[config.mk]
export PLATFORM = sky130hd
export DESIGN_NAME = seven_segment_serial_shifter_top
export DESIGN_NICKNAME = d
export VERILOG_FILES = /design/src/design/sss_pkg.sv /design/src/design/sss_front.sv /design/src/design/sss_fifo.sv /design/src/design/sss_back.sv /design/src/design/seven_segment_serial_shifter_top.sv
export SDC_FILE = /design/constraint.sdc
export NUM_CORES = 1
export LEC_CHECK = 0
export BUFFER_PORTS_ARGS = -buffer_cell sky130_fd_sc_hd__buf_2
export CAP_MARGIN = 20
export CORE_ASPECT_RATIO = 1.25
export CORE_MARGIN = 8
export CORE_UTILIZATION = 44
export DETAILED_ROUTE_END_ITERATION = 12
export SYNTH_ARGS = -nofsm -noshare
export SYNTH_HDL_FRONTEND = slang
export SYNTH_HIERARCHICAL = 1
export SYNTH_SLANG_ARGS = --single-unit
[constraint.sdc]
create_clock -name i_clk -period 3.3 [get_ports i_clk]
set_clock_uncertainty 0.2 [all_clocks]
set_input_delay 0.495 -clock i_clk [delete_from_list [all_inputs] [get_ports i_clk]]
set_output_delay 0.495 -clock i_clk [all_outputs]
set_load 0.05 [all_outputs]
[src/design/sss_pkg.sv]
// ----------------------------------------------------------------------------
// sss_pkg
// shared types and constants of the seven segment serial shifter
// ----------------------------------------------------------------------------
package sss_pkg;

    localparam int BYTE_W             = 8;
    localparam int DIGITS_DEF         = 8;
    localparam int HALF_PERIOD_DEF    = 20;
    localparam int CFG_IDX_W          = 2;
    localparam int FIFO_DEPTH         = 2;

    localparam logic [CFG_IDX_W-1:0] CFG_ACTIVE_HIGH = 2'd0;
    localparam logic [CFG_IDX_W-1:0] CFG_MSB_FIRST   = 2'd1;

    typedef enum logic {
        F_COLLECT,
        F_DRAIN
    } t_front_state;

    typedef enum logic {
        B_IDLE,
        B_SHIFT
    } t_back_state;

    // one digit handed from front to back
    typedef struct packed {
        logic [BYTE_W-1:0] seg;
        logic              last;
    } t_entry;

    typedef struct packed {
        logic active_high;
        logic msb_first;
    } t_cfg;

endpackage

[src/design/sss_front.sv]
// ----------------------------------------------------------------------------
// sss_front
// collects the digit bytes of a frame, then drains them newest first
// ----------------------------------------------------------------------------
module sss_front #(
    parameter int DIGITS = sss_pkg::DIGITS_DEF
) (
    input  logic                         i_clk,
    input  logic                         i_rst_n,
    input  logic                         push,
    output logic                         full,
    input  logic [sss_pkg::BYTE_W-1:0]   i_segment_byte,
    input  logic                         i_end_of_frame,
    output logic                         o_q_push,
    output sss_pkg::t_entry              o_q_data,
    input  logic                         i_q_full
);
    import sss_pkg::*;

    localparam int IDX_W = (DIGITS > 1) ? $clog2(DIGITS) : 1;
    localparam int CNT_W = $clog2(DIGITS + 1);
    localparam logic [CNT_W-1:0] LIM = CNT_W'(DIGITS);

    logic [BYTE_W-1:0] r_store [DIGITS];
    logic [CNT_W-1:0]  r_cnt, n_cnt;
    logic [IDX_W-1:0]  r_rd, n_rd;
    t_front_state      r_state, n_state;

    logic             accept;
    logic             room;
    logic [CNT_W-1:0] cnt_inc;
    logic [CNT_W-1:0] cnt_dec;

    assign full   = (r_state == F_DRAIN);
    assign accept = push && !full;
    assign room   = (r_cnt < LIM);

    always_ff @(posedge i_clk) begin
        if (accept && room) begin
            r_store[r_cnt[IDX_W-1:0]] <= i_segment_byte;
        end
    end

    always_comb begin
        n_state  = r_state;
        n_cnt    = r_cnt;
        n_rd     = r_rd;
        o_q_push = 1'b0;
        o_q_data.seg  = r_store[r_rd];
        o_q_data.last = (r_rd == '0);
        cnt_inc  = room ? (r_cnt + CNT_W'(1)) : r_cnt;
        cnt_dec  = cnt_inc - CNT_W'(1);
        case (r_state)
            F_COLLECT: begin
                if (accept) begin
                    n_cnt = cnt_inc;
                    if (i_end_of_frame) begin
                        n_rd    = cnt_dec[IDX_W-1:0];
                        n_state = F_DRAIN;
                    end
                end
            end
            F_DRAIN: begin
                if (!i_q_full) begin
                    o_q_push = 1'b1;
                    if (r_rd == '0) begin
                        n_cnt   = '0;
                        n_state = F_COLLECT;
                    end else begin
                        n_rd = r_rd - IDX_W'(1);
                    end
                end
            end
            default: begin
                n_state = F_COLLECT;
            end
        endcase
    end

    always_ff @(posedge i_clk) begin
        if (!i_rst_n) begin
            r_state <= F_COLLECT;
            r_cnt   <= '0;
            r_rd    <= '0;
        end else begin
            r_state <= n_state;
            r_cnt   <= n_cnt;
            r_rd    <= n_rd;
        end
    end

endmodule

[src/design/sss_fifo.sv]
// ----------------------------------------------------------------------------
// sss_fifo
// short queue of digit entries between front and back
// ----------------------------------------------------------------------------
module sss_fifo (
    input  logic            i_clk,
    input  logic            i_rst_n,
    input  logic            i_push,
    input  sss_pkg::t_entry i_data,
    output logic            o_full,
    input  logic            i_pop,
    output sss_pkg::t_entry o_data,
    output logic            o_empty
);
    import sss_pkg::*;

    localparam int PTR_W = $clog2(FIFO_DEPTH);
    localparam int CNT_W = $clog2(FIFO_DEPTH + 1);

    t_entry           r_mem [FIFO_DEPTH];
    logic [PTR_W-1:0] r_wr, r_rd;
    logic [CNT_W-1:0] r_cnt;

    logic do_push, do_pop;

    assign o_full  = (r_cnt == CNT_W'(FIFO_DEPTH));
    assign o_empty = (r_cnt == '0);
    assign do_push = i_push && !o_full;
    assign do_pop  = i_pop && !o_empty;
    assign o_data  = r_mem[r_rd];

    always_ff @(posedge i_clk) begin
        if (do_push) begin
            r_mem[r_wr] <= i_data;
        end
    end

    always_ff @(posedge i_clk) begin
        if (!i_rst_n) begin
            r_wr  <= '0;
            r_rd  <= '0;
            r_cnt <= '0;
        end else begin
            if (do_push) begin
                r_wr <= (r_wr == PTR_W'(FIFO_DEPTH - 1)) ? '0 : r_wr + PTR_W'(1);
            end
            if (do_pop) begin
                r_rd <= (r_rd == PTR_W'(FIFO_DEPTH - 1)) ? '0 : r_rd + PTR_W'(1);
            end
            case ({do_push, do_pop})
                2'b10:   r_cnt <= r_cnt + CNT_W'(1);
                2'b01:   r_cnt <= r_cnt - CNT_W'(1);
                default: r_cnt <= r_cnt;
            endcase
        end
    end

endmodule

[src/design/sss_back.sv]
// ----------------------------------------------------------------------------
// sss_back
// shifts each digit out one bit at a time, paced by the shift clock timer
// ----------------------------------------------------------------------------
module sss_back #(
    parameter int HALF_PERIOD_CYCLES = sss_pkg::HALF_PERIOD_DEF
) (
    input  logic            i_clk,
    input  logic            i_rst_n,
    input  sss_pkg::t_cfg   i_cfg,
    input  sss_pkg::t_entry i_q_data,
    input  logic            i_q_empty,
    output logic            o_q_pop,
    output logic            empty,
    input  logic            pop,
    output logic            o_data_bit,
    output logic            o_latch_after
);
    import sss_pkg::*;

    localparam int TMR_W = (2 * HALF_PERIOD_CYCLES > 1) ? $clog2(2 * HALF_PERIOD_CYCLES) : 1;
    localparam logic [TMR_W-1:0] TMR_LOAD = TMR_W'(2 * HALF_PERIOD_CYCLES - 1);
    localparam int BIT_W = $clog2(BYTE_W);
    localparam logic [BIT_W-1:0] BIT_LAST = BIT_W'(BYTE_W - 1);

    t_back_state       r_state, n_state;
    logic [BYTE_W-1:0] r_sh, n_sh;
    logic              r_last, n_last;
    logic [BIT_W-1:0]  r_bit, n_bit;
    logic [TMR_W-1:0]  r_tmr, n_tmr;
    logic              r_out_valid, n_out_valid;
    logic              r_out_data, n_out_data;
    logic              r_out_latch, n_out_latch;

    logic              slot_free;
    logic [BYTE_W-1:0] polar;
    logic [BYTE_W-1:0] ordered;

    assign empty         = !r_out_valid;
    assign o_data_bit    = r_out_data;
    assign o_latch_after = r_out_latch;
    assign slot_free     = !r_out_valid || pop;

    // always send from the top bit: lsb first is a reversed byte
    always_comb begin
        polar = i_cfg.active_high ? i_q_data.seg : ~i_q_data.seg;
        for (int i = 0; i < BYTE_W; i++) begin
            ordered[i] = polar[BYTE_W-1-i];
        end
        if (i_cfg.msb_first) begin
            ordered = polar;
        end
    end

    always_comb begin
        n_state     = r_state;
        n_sh        = r_sh;
        n_last      = r_last;
        n_bit       = r_bit;
        n_tmr       = r_tmr;
        n_out_data  = r_out_data;
        n_out_latch = r_out_latch;
        n_out_valid = pop ? 1'b0 : r_out_valid;
        o_q_pop     = 1'b0;
        case (r_state)
            B_IDLE: begin
                if (!i_q_empty) begin
                    o_q_pop = 1'b1;
                    n_sh    = ordered;
                    n_last  = i_q_data.last;
                    n_bit   = '0;
                    n_tmr   = TMR_LOAD;
                    n_state = B_SHIFT;
                end
            end
            B_SHIFT: begin
                if (r_tmr != '0) begin
                    n_tmr = r_tmr - TMR_W'(1);
                end else if (slot_free) begin
                    n_out_valid = 1'b1;
                    n_out_data  = r_sh[BYTE_W-1];
                    n_out_latch = r_last && (r_bit == BIT_LAST);
                    n_sh        = {r_sh[BYTE_W-2:0], 1'b0};
                    n_bit       = r_bit + BIT_W'(1);
                    if (r_bit == BIT_LAST) begin
                        n_state = B_IDLE;
                    end else begin
                        n_tmr = TMR_LOAD;
                    end
                end
            end
            default: begin
                n_state = B_IDLE;
            end
        endcase
    end

    always_ff @(posedge i_clk) begin
        r_sh        <= n_sh;
        r_last      <= n_last;
        r_out_data  <= n_out_data;
        r_out_latch <= n_out_latch;
    end

    always_ff @(posedge i_clk) begin
        if (!i_rst_n) begin
            r_state     <= B_IDLE;
            r_bit       <= '0;
            r_tmr       <= '0;
            r_out_valid <= 1'b0;
        end else begin
            r_state     <= n_state;
            r_bit       <= n_bit;
            r_tmr       <= n_tmr;
            r_out_valid <= n_out_valid;
        end
    end

endmodule

[src/design/seven_segment_serial_shifter_top.sv]
// ----------------------------------------------------------------------------
// seven_segment_serial_shifter_top
// serializer for a chain of 595-style shift registers driving digits
// ----------------------------------------------------------------------------
// channel   direction  handshake                 payload
// input     in         push / full               i_segment_byte, i_end_of_frame
// result    out        empty / pop               o_data_bit, o_latch_after
// config    in         i_cfg_valid / o_cfg_ready i_cfg_index, i_cfg_data
//
// a byte without end mark is taken in the same cycle as its push
// after an end mark, input holds full until the front has drained all stored
// bytes into the queue; a full queue holds the drain
// each byte is first loaded from the queue, then each serial bit is paced by
// the back timer; a stalled pop holds the shifter
// synchronous active-low reset; config registers reset to 1
// ----------------------------------------------------------------------------
module seven_segment_serial_shifter_top #(
    parameter int DIGITS             = sss_pkg::DIGITS_DEF,
    parameter int HALF_PERIOD_CYCLES = sss_pkg::HALF_PERIOD_DEF
) (
    input  logic                          i_clk,
    input  logic                          i_rst_n,
    input  logic                          push,
    output logic                          full,
    input  logic [sss_pkg::BYTE_W-1:0]    i_segment_byte,
    input  logic                          i_end_of_frame,
    output logic                          empty,
    input  logic                          pop,
    output logic                          o_data_bit,
    output logic                          o_latch_after,
    input  logic                          i_cfg_valid,
    output logic                          o_cfg_ready,
    input  logic [sss_pkg::CFG_IDX_W-1:0] i_cfg_index,
    input  logic                          i_cfg_data
);
    import sss_pkg::*;

    t_cfg   r_cfg;
    t_entry q_in, q_out;
    logic   q_push, q_full, q_pop, q_empty;

    assign o_cfg_ready = 1'b1;

    always_ff @(posedge i_clk) begin
        if (!i_rst_n) begin
            r_cfg.active_high <= 1'b1;
            r_cfg.msb_first   <= 1'b1;
        end else if (i_cfg_valid && o_cfg_ready) begin
            case (i_cfg_index)
                CFG_ACTIVE_HIGH: r_cfg.active_high <= i_cfg_data;
                CFG_MSB_FIRST:   r_cfg.msb_first   <= i_cfg_data;
                default:         r_cfg             <= r_cfg;
            endcase
        end
    end

    sss_front #(
        .DIGITS (DIGITS)
    ) u_front (
        .i_clk          (i_clk),
        .i_rst_n        (i_rst_n),
        .push           (push),
        .full           (full),
        .i_segment_byte (i_segment_byte),
        .i_end_of_frame (i_end_of_frame),
        .o_q_push       (q_push),
        .o_q_data       (q_in),
        .i_q_full       (q_full)
    );

    sss_fifo u_fifo (
        .i_clk   (i_clk),
        .i_rst_n (i_rst_n),
        .i_push  (q_push),
        .i_data  (q_in),
        .o_full  (q_full),
        .i_pop   (q_pop),
        .o_data  (q_out),
        .o_empty (q_empty)
    );

    sss_back #(
        .HALF_PERIOD_CYCLES (HALF_PERIOD_CYCLES)
    ) u_back (
        .i_clk         (i_clk),
        .i_rst_n       (i_rst_n),
        .i_cfg         (r_cfg),
        .i_q_data      (q_out),
        .i_q_empty     (q_empty),
        .o_q_pop       (q_pop),
        .empty         (empty),
        .pop           (pop),
        .o_data_bit    (o_data_bit),
        .o_latch_after (o_latch_after)
    );

endmodule
After elaboration in Yosys (flattened, before gate mapping)
Memories as Yosys holds them, arrays and structs flattened. A register that Yosys moved wholly into a read port is not among the register bits.
Cells that the tools add are included.
{"block": "word_totals", "ff_bits": 36, "ram_bits": 82, "in_bits": 17, "output_inout_bits": 5, "word_cells": 124, "n_memories": 2}
{"name": "u_front.r_store", "words": 8, "word_bits": 8, "read_ports": 1, "rd_ports_with_merged_regs": 1, "write_ports": 1, "line_no": "sss_front.sv:24", "text": "logic [BYTE_W-1:0] r_store [DIGITS];"}
{"name": "u_fifo.r_mem", "words": 2, "word_bits": 9, "read_ports": 1, "rd_ports_with_merged_regs": 1, "write_ports": 1, "line_no": "sss_fifo.sv:20", "text": "t_entry r_mem [FIFO_DEPTH];"}
{"block": "classes", "addsub": 9, "magnitude_cmp": 1, "n_eq_ne": 15, "n_mux": 53, "n_bitwise": 5, "reduce_logical": 23}
{"operator": "$mux 8", "count": 5}
{"operator": "$mux 3", "count": 9}
{"operator": "$mux 6", "count": 4}
{"operator": "$mux 1", "count": 23}
{"operator": "$mux 4", "count": 4}
{"operator": "$pmux 8 s2", "count": 1}
{"operator": "$ne 2x2->1 const B", "count": 6}
{"operator": "$pmux 3 s2", "count": 2}
{"operator": "$pmux 6 s2", "count": 1}
{"operator": "$reduce_and 3->1", "count": 4}
{"operator": "$not 8->8", "count": 1}
{"operator": "$pmux 4 s2", "count": 1}
{"operator": "$ne 3x3->1 const B", "count": 2}
{"operator": "$reduce_and 2->1", "count": 3}
{"operator": "$reduce_bool 6->1", "count": 1}
{"operator": "$sub 3x1->3 const B", "count": 2}
{"operator": "$sub 6x1->6 const B", "count": 1}
{"operator": "$logic_and 1x1->1", "count": 5}
{"operator": "$add 4x1->4 const B", "count": 1}
{"operator": "$eq 2x1->1 const B", "count": 2}
{"operator": "$eq 2x2->1 const B", "count": 2}
{"operator": "$logic_not 1->1", "count": 4}
{"operator": "$logic_not 2->1", "count": 2}
{"operator": "$lt 4x4->1 const B", "count": 1}
{"operator": "other kinds (13)", "count": 19}

Longest topological paths before layout
Gate-level depths: netlist of run 1.
{"block": "logic_depth", "ltp_word": 8, "mapped_depth": 9, "ltp_nobuf": 9}

By module
Netlist of run 1, hierarchy kept.
{"module": "sss_front", "instances": 1, "cells_each": 169, "area_per_inst_um2": 3004.1, "seq_area_each_um2": 2142.1}
{"module": "sss_back", "instances": 1, "cells_each": 106, "area_per_inst_um2": 1187.4, "seq_area_each_um2": 550.5}
{"module": "sss_fifo", "instances": 1, "cells_each": 54, "area_per_inst_um2": 883.3, "seq_area_each_um2": 640.6}
{"module": "seven_segment_serial_shifter_top", "instances": 1, "cells_each": 11, "area_per_inst_um2": 110.1, "seq_area_each_um2": 40.0}

Least setup slack after synthesis of run 1
No wires, ideal clock.
{"block": "synth_path", "path_kind": "reg2reg", "startpoint": "register u_front.r_state, in the netlist u_front/full", "endpoint": "memory u_front.r_store[0][0] (enable)", "setup_ns": 0.383, "t_arrival_ns": 1.853, "required_time_ns": 2.717, "path_slack_ns": 0.864, "path_stages_with_launch": 5, "path_buffers": 1, "period_less_slack_ns": 2.436, "cell_sequence": "dfxtp_1 buf_4 nand2b_1 or3_1 nor3_1"}
{"block": "synth_between", "elab_chain_len": 5}
{"element": "from (decl)", "line_no": "sss_front.sv:27", "text": "t_front_state r_state, n_state;"}
{"element": "from (signal assigned)", "line_no": "sss_front.sv:86", "text": "r_state <= n_state;"}
{"element": "$logic_not 1->1", "line_no": "sss_front.sv:35", "text": "assign accept = push && !full;"}
{"element": "$logic_and 1x1->1", "line_no": "sss_front.sv:35"}
{"element": "$logic_and 1x1->1", "line_no": "sss_front.sv:39", "text": "if (accept && room) begin"}
{"element": "$mux 1", "line_no": "sss_front.sv:39"}
{"element": "$mux 1 (implied by the code)", "line_no": "sss_front.sv:40", "text": "r_store[r_cnt[IDX_W-1:0]] <= i_segment_byte;"}
{"element": "to (decl)", "line_no": "sss_front.sv:24"}
Every way passes these cells.

Worst setup path in the final report of run 1
{"block": "layout_path", "startpoint": "register u_back.r_state", "endpoint": "register u_back.r_sh[4] (enable)"}
{"block": "layout_between", "elab_chain_len": 3, "word_cells_on_any_way": 5, "cone_classes": "eq/ne (3); bitwise (1); reduce/logical (1)"}
{"element": "from (decl)", "line_no": "sss_back.sv:26", "text": "t_back_state r_state, n_state;"}
{"element": "from (signal assigned)", "line_no": "sss_back.sv:112", "text": "r_state <= n_state;"}
{"element": "$not 1->1 (no source line)"}
{"element": "$ne 2x2->1 (no source line)"}
{"element": "$reduce_and 3->1 (no source line) (*)"}
{"element": "to (signal assigned)", "line_no": "sss_back.sv:99", "text": "r_sh <= n_sh;"}
{"element": "to (decl)", "line_no": "sss_back.sv:27", "text": "logic [BYTE_W-1:0] r_sh, n_sh;"}
Mark *: on every way between the ends. The rest lies on a longest branch, timed or not.
A chain may end at the register's enable or synchronous reset.

==> impl_metrics.csv, run 1 <==
group,metric,value,unit
cts,cts_sinks,122,
layout,register_area,3370,µm²
die,pin_count,22,
sta,timing.final.hold_violations,0,
synth,synthCells,340,
cts,cts-resized-gates,0,
sta,period_minus_slack,2.32,ns
routing,drt-total-wl,9050,µm
synth,ys_seq_area_share,65.1,%
routing,routedWlPerCell,17.5,µm
die,die_area,15500,µm²
power_and_ir_drop,p_per_area,706,nW/µm²
routing,drt_iter0_markers,136,
synth,syn_area,5180,µm²
sta,fin_ws,0.983,ns
placed_design,hpwl,6260,µm
sta,fmax,432,MHz
synth,yosys_warnings,6,
routing,antenna_left,0,
critical_path,r2r-start,"u_back/r_state",
layout,nFillCells,957,
critical_path,cp_max_fo,16,
routing,first_pass_iters,4,
critical_path,critPathRequiredTime,3.13,ns
placed_design,place.gp.congestion,0.801,
sta,period_share,70.2,%
sta,setup_viol,0,
sta,tightestPinTransition,0.804,ns
hold_path,min_to,"r_cfg[0]",
cts,cts_buffers,17,
sta,finalSetupTns,0,ns
run_status,outcome,"finished clean",
synth,synthArstFlopShare,0,%
synth,yosys_most_used_dff,"edfxtp_1",
synth,synth_edf_count,93,
layout,nets,391,
hold_path,hold_class,"input pin to flip-flop",
power_and_ir_drop,irDropWorstVdd,0.351,mV
cts,post_cts_buffers,0,
cts,ctsLongestPathBuffers,2,
synth,ys_seq_elements,122,
critical_path,critPathLaunchType,"flip-flop",
layout,final_common_cell,"edfxtp_1",
die,initial_utilization,44.8,%
die,die_h,137,µm
global_route,grt_max_degree,22,
layout,antennaDiodeCount,0,
layout,layout-drive-gt1-share,27.9,%
layout,area_delta_synth_final,16.0,%
cts,cts_hold_buffers,0,
flow_run,cap_violations,0,
critical_path,reg2reg_depth,3,
critical_path,r2r_slack,0.98,ns
global_route,globalRouteOverflowTotal,0,
cts,path_clk_slew,0.06,ns
placed_design,dp_slack,0.960,ns
cts,cts_tree,"done",
die,coreArea,11600,µm²
global_route,grt_pass1_wl,14700,µm
hold_path,min-delay-start,"i_cfg_data",
routing,vias,2797,
cts,htree_levels,4,
die,die_w,113,µm
global_route,antenna_found_initial,0,
sta,rsz0062_at_grt,"no",
cts,clk_latency,0.40,ns
critical_path,worstPathArrival,2.15,ns
layout,final_cell_mix,"93 x edfxtp_1, 29 x dfxtp_1, 24 x mux2_2, 20 x buf_2, 17 x clkbuf_16",
routing,viasPerCell,5.40,
cts,root_buffer,"clkbuf_16",
critical_path,critPathKind,"flip-flop to flip-flop",
layout,multi_input_area,1690,µm²
sta,drv_slew,0,
routing,route.detailed.drc,0,
power_and_ir_drop,power.static_leakage,2.12,nW
synth,syn_nets,364,
global_route,grt_use_total,12.7,%
global_route,first_global_vias,2967,
sta,relSlewSlack,46.2,%
synth,synth.distinct_cells,55,
die,std_cell_rows,44,
placed_design,port-buffer-count,20,
critical_path,r2r_end,"u_back/r_sh[4]",
synth,syn_avg_cell_area,15.2,µm²
critical_path,end_kind,"flip-flop",
hold_path,whs_path_depth,3,
==> synth_stat cells (5+ instances only) <==
library cell / number / area share (%)
xor2_1: 9 / 1.5
nor3_1: 6 / 0.58
a21oi_1: 12 / 1.2
nor2b_1: 7 / 0.84
ha_1: 7 / 1.7
inv_1: 11 / 0.80
o21ai_0: 6 / 0.58
dfxtp_1: 29 / 11
or3_1: 5 / 0.60
mux2i_1: 12 / 2.3
nand2_1: 14 / 1.0
xnor2_1: 5 / 0.84
nor2_1: 13 / 0.94
nand2b_1: 6 / 0.72
mux4_2: 16 / 6.9
mux2_2: 24 / 5.2
clkbuf_1: 6 / 0.43
edfxtp_1: 93 / 54
==> worst max-delay path by stage <==
stage,startpoint,end,cells past startpoint
6_report,u_back/r_state,u_back/r_sh[4],3
5_1_grt,u_back/r_state,u_back/r_sh[3],3
4_1_cts,u_back/r_state,u_back/r_sh[4],3
3_5_place_dp,u_back/r_state,u_back/r_sh[2],3
3_3_place_gp,u_back/r_state,u_back/r_sh[2],3
2_1_floorplan,u_front/full,u_front/r_store[0][0],4
==> metrics by stage <==
stage	power, mW	instance area, µm²	std cells	util [%]	hold slack, ns
4_1_cts	4.29	6020	518	52.0	0.158
3_3_place_gp	2.41	5410	486	46.8	0.210
2_1_floorplan	2.28	5180	340	-	0.200
6_report	4.25	6020	518	52.0	0.175
5_1_grt	4.41	6020	518	52.0	0.165
3_5_place_dp	2.42	5410	486	46.8	0.211
==> registers in the layout, summed over array words and instances (netlist names), 2 cells and up, named ones only <==
| name | flops |
|---|---|
| u_back/r_sh | 8 |
| u_back/r_bit | 3 |
| u_back/r_tmr | 6 |
| u_front/r_rd | 3 |
| u_fifo/r_mem | 18 |
| u_front/r_store | 64 |
| r_cfg | 2 |
| u_fifo/r_cnt | 2 |
| u_front/r_cnt | 4 |
==> power breakdown <==
part	total, mW	internal (mW)	switching, mW
clock	1.86	1.14	0.717
sequential	1.89	1.79	0.0971
combinational	0.502	0.239	0.262
==> cell type report <==
class,instances,share of cell area [%]
multi-input combinational,190,28.2
inverter,13,0.811
clock buffer,17,7.07
sequential,122,56.1
clock inverter,15,2.97
timing repair buffer,23,2.04
tap,138,2.87
==> worst max-delay path: stages (launching register included) <==
cell and delay, ns:
dfxtp_1 0.70, nor4b_4 0.44, nand3_2 0.18, o21ai_1 0.42
==> layer usage <==
layer / routed length, µm / track usage (%)
met1: 3660 / 12.4
met2: 4990 / 23.5
met3: 265 / 3.99
met4: 138 / 6.38
met5: 0 / 0
==> cell families after synthesis <==
logic type      after synthesis  synth area share, %
xor+xnor                     14                 2.36
flops                       122                 65.1
simple gates                 75                 8.64
buf+inv                      28                 2.27
other cells                   1               0.0723
compound gates               41                 5.43
fa+ha+maj                     7                 1.69
mux                          52                 14.5
(Power assumes the default switching activity.)
==> run 2: changes to the inputs <==
--- a/config.mk
+++ b/config.mk
@@ -5,6 +5,7 @@
 export SDC_FILE = /design/constraint.sdc
 export NUM_CORES = 1
 export LEC_CHECK = 0
+export ABC_AREA = 1
 export BUFFER_PORTS_ARGS = -buffer_cell sky130_fd_sc_hd__buf_2
 export CAP_MARGIN = 20
 export CORE_ASPECT_RATIO = 1.25
==> constraint.sdc (replaced) <==
create_clock -name i_clk -period 2.23 [get_ports i_clk]
set_clock_uncertainty 0.2 [all_clocks]
set_input_delay 0.3345 -clock i_clk [delete_from_list [all_inputs] [get_ports i_clk]]
set_output_delay 0.3345 -clock i_clk [all_outputs]
set_load 0.05 [all_outputs]
==> impl_metrics.csv, run 2 <==
group,metric,value,unit
die,die_area,16100,µm²
run_status,outcome,"finished clean",
routing,first_pass_iters,4,
synth,syn_area,5390,µm²
power_and_ir_drop,power_frac_comb,14.3,%
cts,htree_levels,4,
power_and_ir_drop,irDropWorstVdd,0.572,mV
critical_path,critPathLaunchType,"flip-flop",
sta,fin_ws,0.311,ns
routing,vias,3510,
sta,holdWs,0.0108,ns
synth,synthTopCellsByCount,"93 x edfxtp_1, 85 x nor2_1, 81 x nand2_1, 43 x inv_1, 32 x o21ai_0",
synth,yosys_warnings,6,
sta,period_minus_slack,1.92,ns
power_and_ir_drop,pwr-share-seq,44.0,%
routing,route.detailed.drc,0,
synth,synth_edf_count,93,
cts,cts-resized-gates,0,
sta,relSlewSlack,63.2,%
layout,largest_register_ffs,64,
global_route,grt_max_degree,33,
synth,syn_avg_cell_area,10.5,µm²
routing,antenna_left,0,
synth,synth_top_cell_by_area,"edfxtp_1",
cts,cts_buffers,17,
global_route,first_global_vias,3467,
die,die_w,115,µm
sta,timing.final.hold_violations,0,
synth,synthCells,512,
layout,nets,579,
synth,yosys_most_used_dff,"edfxtp_1",
synth,ys_seq_elements,122,
synth,synth_area_leaders,"edfxtp_1 52%, dfxtp_1 11%, nor2_1 5.9%",
power_and_ir_drop,power.static_leakage,2.44,nW
layout,antennaDiodeCount,0,
sta,tightestPinTransition,0.552,ns
critical_path,worstPathArrival,2.07,ns
critical_path,reg2reg_depth,12,
cts,cts_sinks,122,
synth,synthMostInstantiatedCell,"edfxtp_1",
routing,viasPerCell,4.80,
critical_path,cp_max_fo,4,
synth,syn_nets,536,
placed_design,hpwl,6590,µm
placed_design,dp_slack,0.318,ns
placed_design,place.gp.congestion,0.801,
sta,setup_viol,0,
die,coreArea,12000,µm²
sta,fmax,521,MHz
sta,drv_slew,0,
global_route,grt_pass1_wl,16600,µm
sta,finalSetupTns,0,ns
hold_path,hold_class,"input pin to flip-flop",
cts,clk_latency,0.41,ns
die,die_h,140,µm
layout,final_common_cell,"edfxtp_1",
routing,drt-total-wl,9810,µm
power_and_ir_drop,p_per_area,981,nW/µm²
synth,synthArstFlopShare,0,%
layout,area_delta_synth_final,16.7,%
layout,layout-drive-gt1-share,18.0,%
global_route,grt_use_total,13.3,%
die,initial_utilization,44.8,%
power_and_ir_drop,power.clock.fraction,41.8,%
synth,synth.distinct_cells,37,
sta,period_share,86.1,%
hold_path,whs_path_depth,1,
die,pin_count,22,
cts,cts_tree,"done",
cts,root_buffer,"clkbuf_16",
flow_run,cap_violations,0,
synth,ys_seq_area_share,62.6,%
die,std_cell_rows,45,
critical_path,critPathRequiredTime,2.38,ns
synth,synthDominantCellAreaShare,51.8,%
placed_design,port-buffer-count,20,
cts,path_clk_slew,0.06,ns
global_route,globalRouteOverflowTotal,0,
sta,rsz0062_at_grt,"no",
power_and_ir_drop,swShare,27.0,%
layout,final_area,6290,µm²
routing,drt_iter0_markers,237,
placed_design,place_area,5670,µm²
routing,routedWlPerCell,13.4,µm
power_and_ir_drop,p_switching,1.67,mW
global_route,antenna_found_initial,0,
layout,final_cell_mix,"93 x edfxtp_1, 85 x nor2_1, 81 x nand2_1, 43 x inv_1, 32 x o21ai_0",
power_and_ir_drop,p_int,4.51,mW
cts,ctsLongestPathBuffers,2,
critical_path,end_kind,"flip-flop",
critical_path,critPathKind,"flip-flop to flip-flop",
cts,post_cts_buffers,0,
run 2: logic make-up after synthesis:
logic type               count (synthesis)  synth area share, %
AND/OR/NAND/NOR                        215                 18.0
XOR/XNOR                                10                 1.62
buffers and inverters                   64                 5.85
flip-flops                             122                 62.6
multiplexers                             9                 1.88
AO/OA/AOI/OAI                           84                 8.40
other                                    1               0.0695
adder cells (fa/ha/maj)                  7                 1.62
run 2: area by class of cell:
class | count | area [µm²]
clock buffer | 17 | 425
clock inverter | 15 | 139
fill | 1118 | 5760
inverter | 48 | 180
multi-input combinational | 326 | 1700
sequential | 122 | 3370
tap | 164 | 205
timing repair buffer | 40 | 265
run 2: final timing paths:
check | start | to | slack [ns]
worst min register to register | u_back/r_sh[7] | u_back/o_data_bit | 0.22
worst max register to register | u_fifo/r_cnt[0] | u_fifo/r_cnt[1] | 0.31
worst min-delay path | i_segment_byte[6] | u_front/r_store[1][6] | 0.01
worst max-delay path | u_fifo/r_cnt[0] | u_fifo/r_cnt[1] | 0.31
run 2: timing repair:
item,in CTS,in global routing
endpoints found under the hold margin,39,0
hold buffers,6,0
setup endpoints to repair,0,0
run 2: critical path: stages (launching register included):
cell	delay, ns
dfxtp_1	0.40
inv_2	0.08
nand2_2	0.09
inv_2	0.06
nor2_1	0.18
inv_1	0.10
nor2_4	0.13
ha_1	0.26
inv_1	0.08
nand2_1	0.05
nor2_1	0.08
nor2_1	0.05
nor2_1	0.09
run 2: power by group through the flow:
| stage | Clock [mW] | Combinational (mW) | Sequential, mW |
|---|---|---|---|
| final | 2.58 | 0.881 | 2.72 |
| after CTS | 2.63 | 0.893 | 2.72 |
| after floorplan | 0 | 0.679 | 2.76 |
| after global placement | 0 | 0.858 | 2.76 |
| after detailed placement | 0 | 0.879 | 2.77 |
| after global routing | 2.73 | 1.00 | 2.73 |
run 2: metal layers:
metal / vias up / track usage [%] / routed length (µm)
li1: 1812 / - / -
met1: 1644 / 14.8 / 4190
met2: 39 / 23.1 / 5170
met3: 15 / 3.12 / 281
met4: 0 / 6.24 / 163
met5: - / 0 / 0
run 2: metrics by stage:
step | utilization (%) | power (mW) | std cells
2_1_floorplan | - | 3.44 | 512
3_3_place_gp | 47.0 | 3.62 | 694
3_5_place_dp | 47.0 | 3.64 | 694
4_1_cts | 52.2 | 6.24 | 732
5_1_grt | 52.2 | 6.46 | 732
6_report | 52.2 | 6.18 | 732
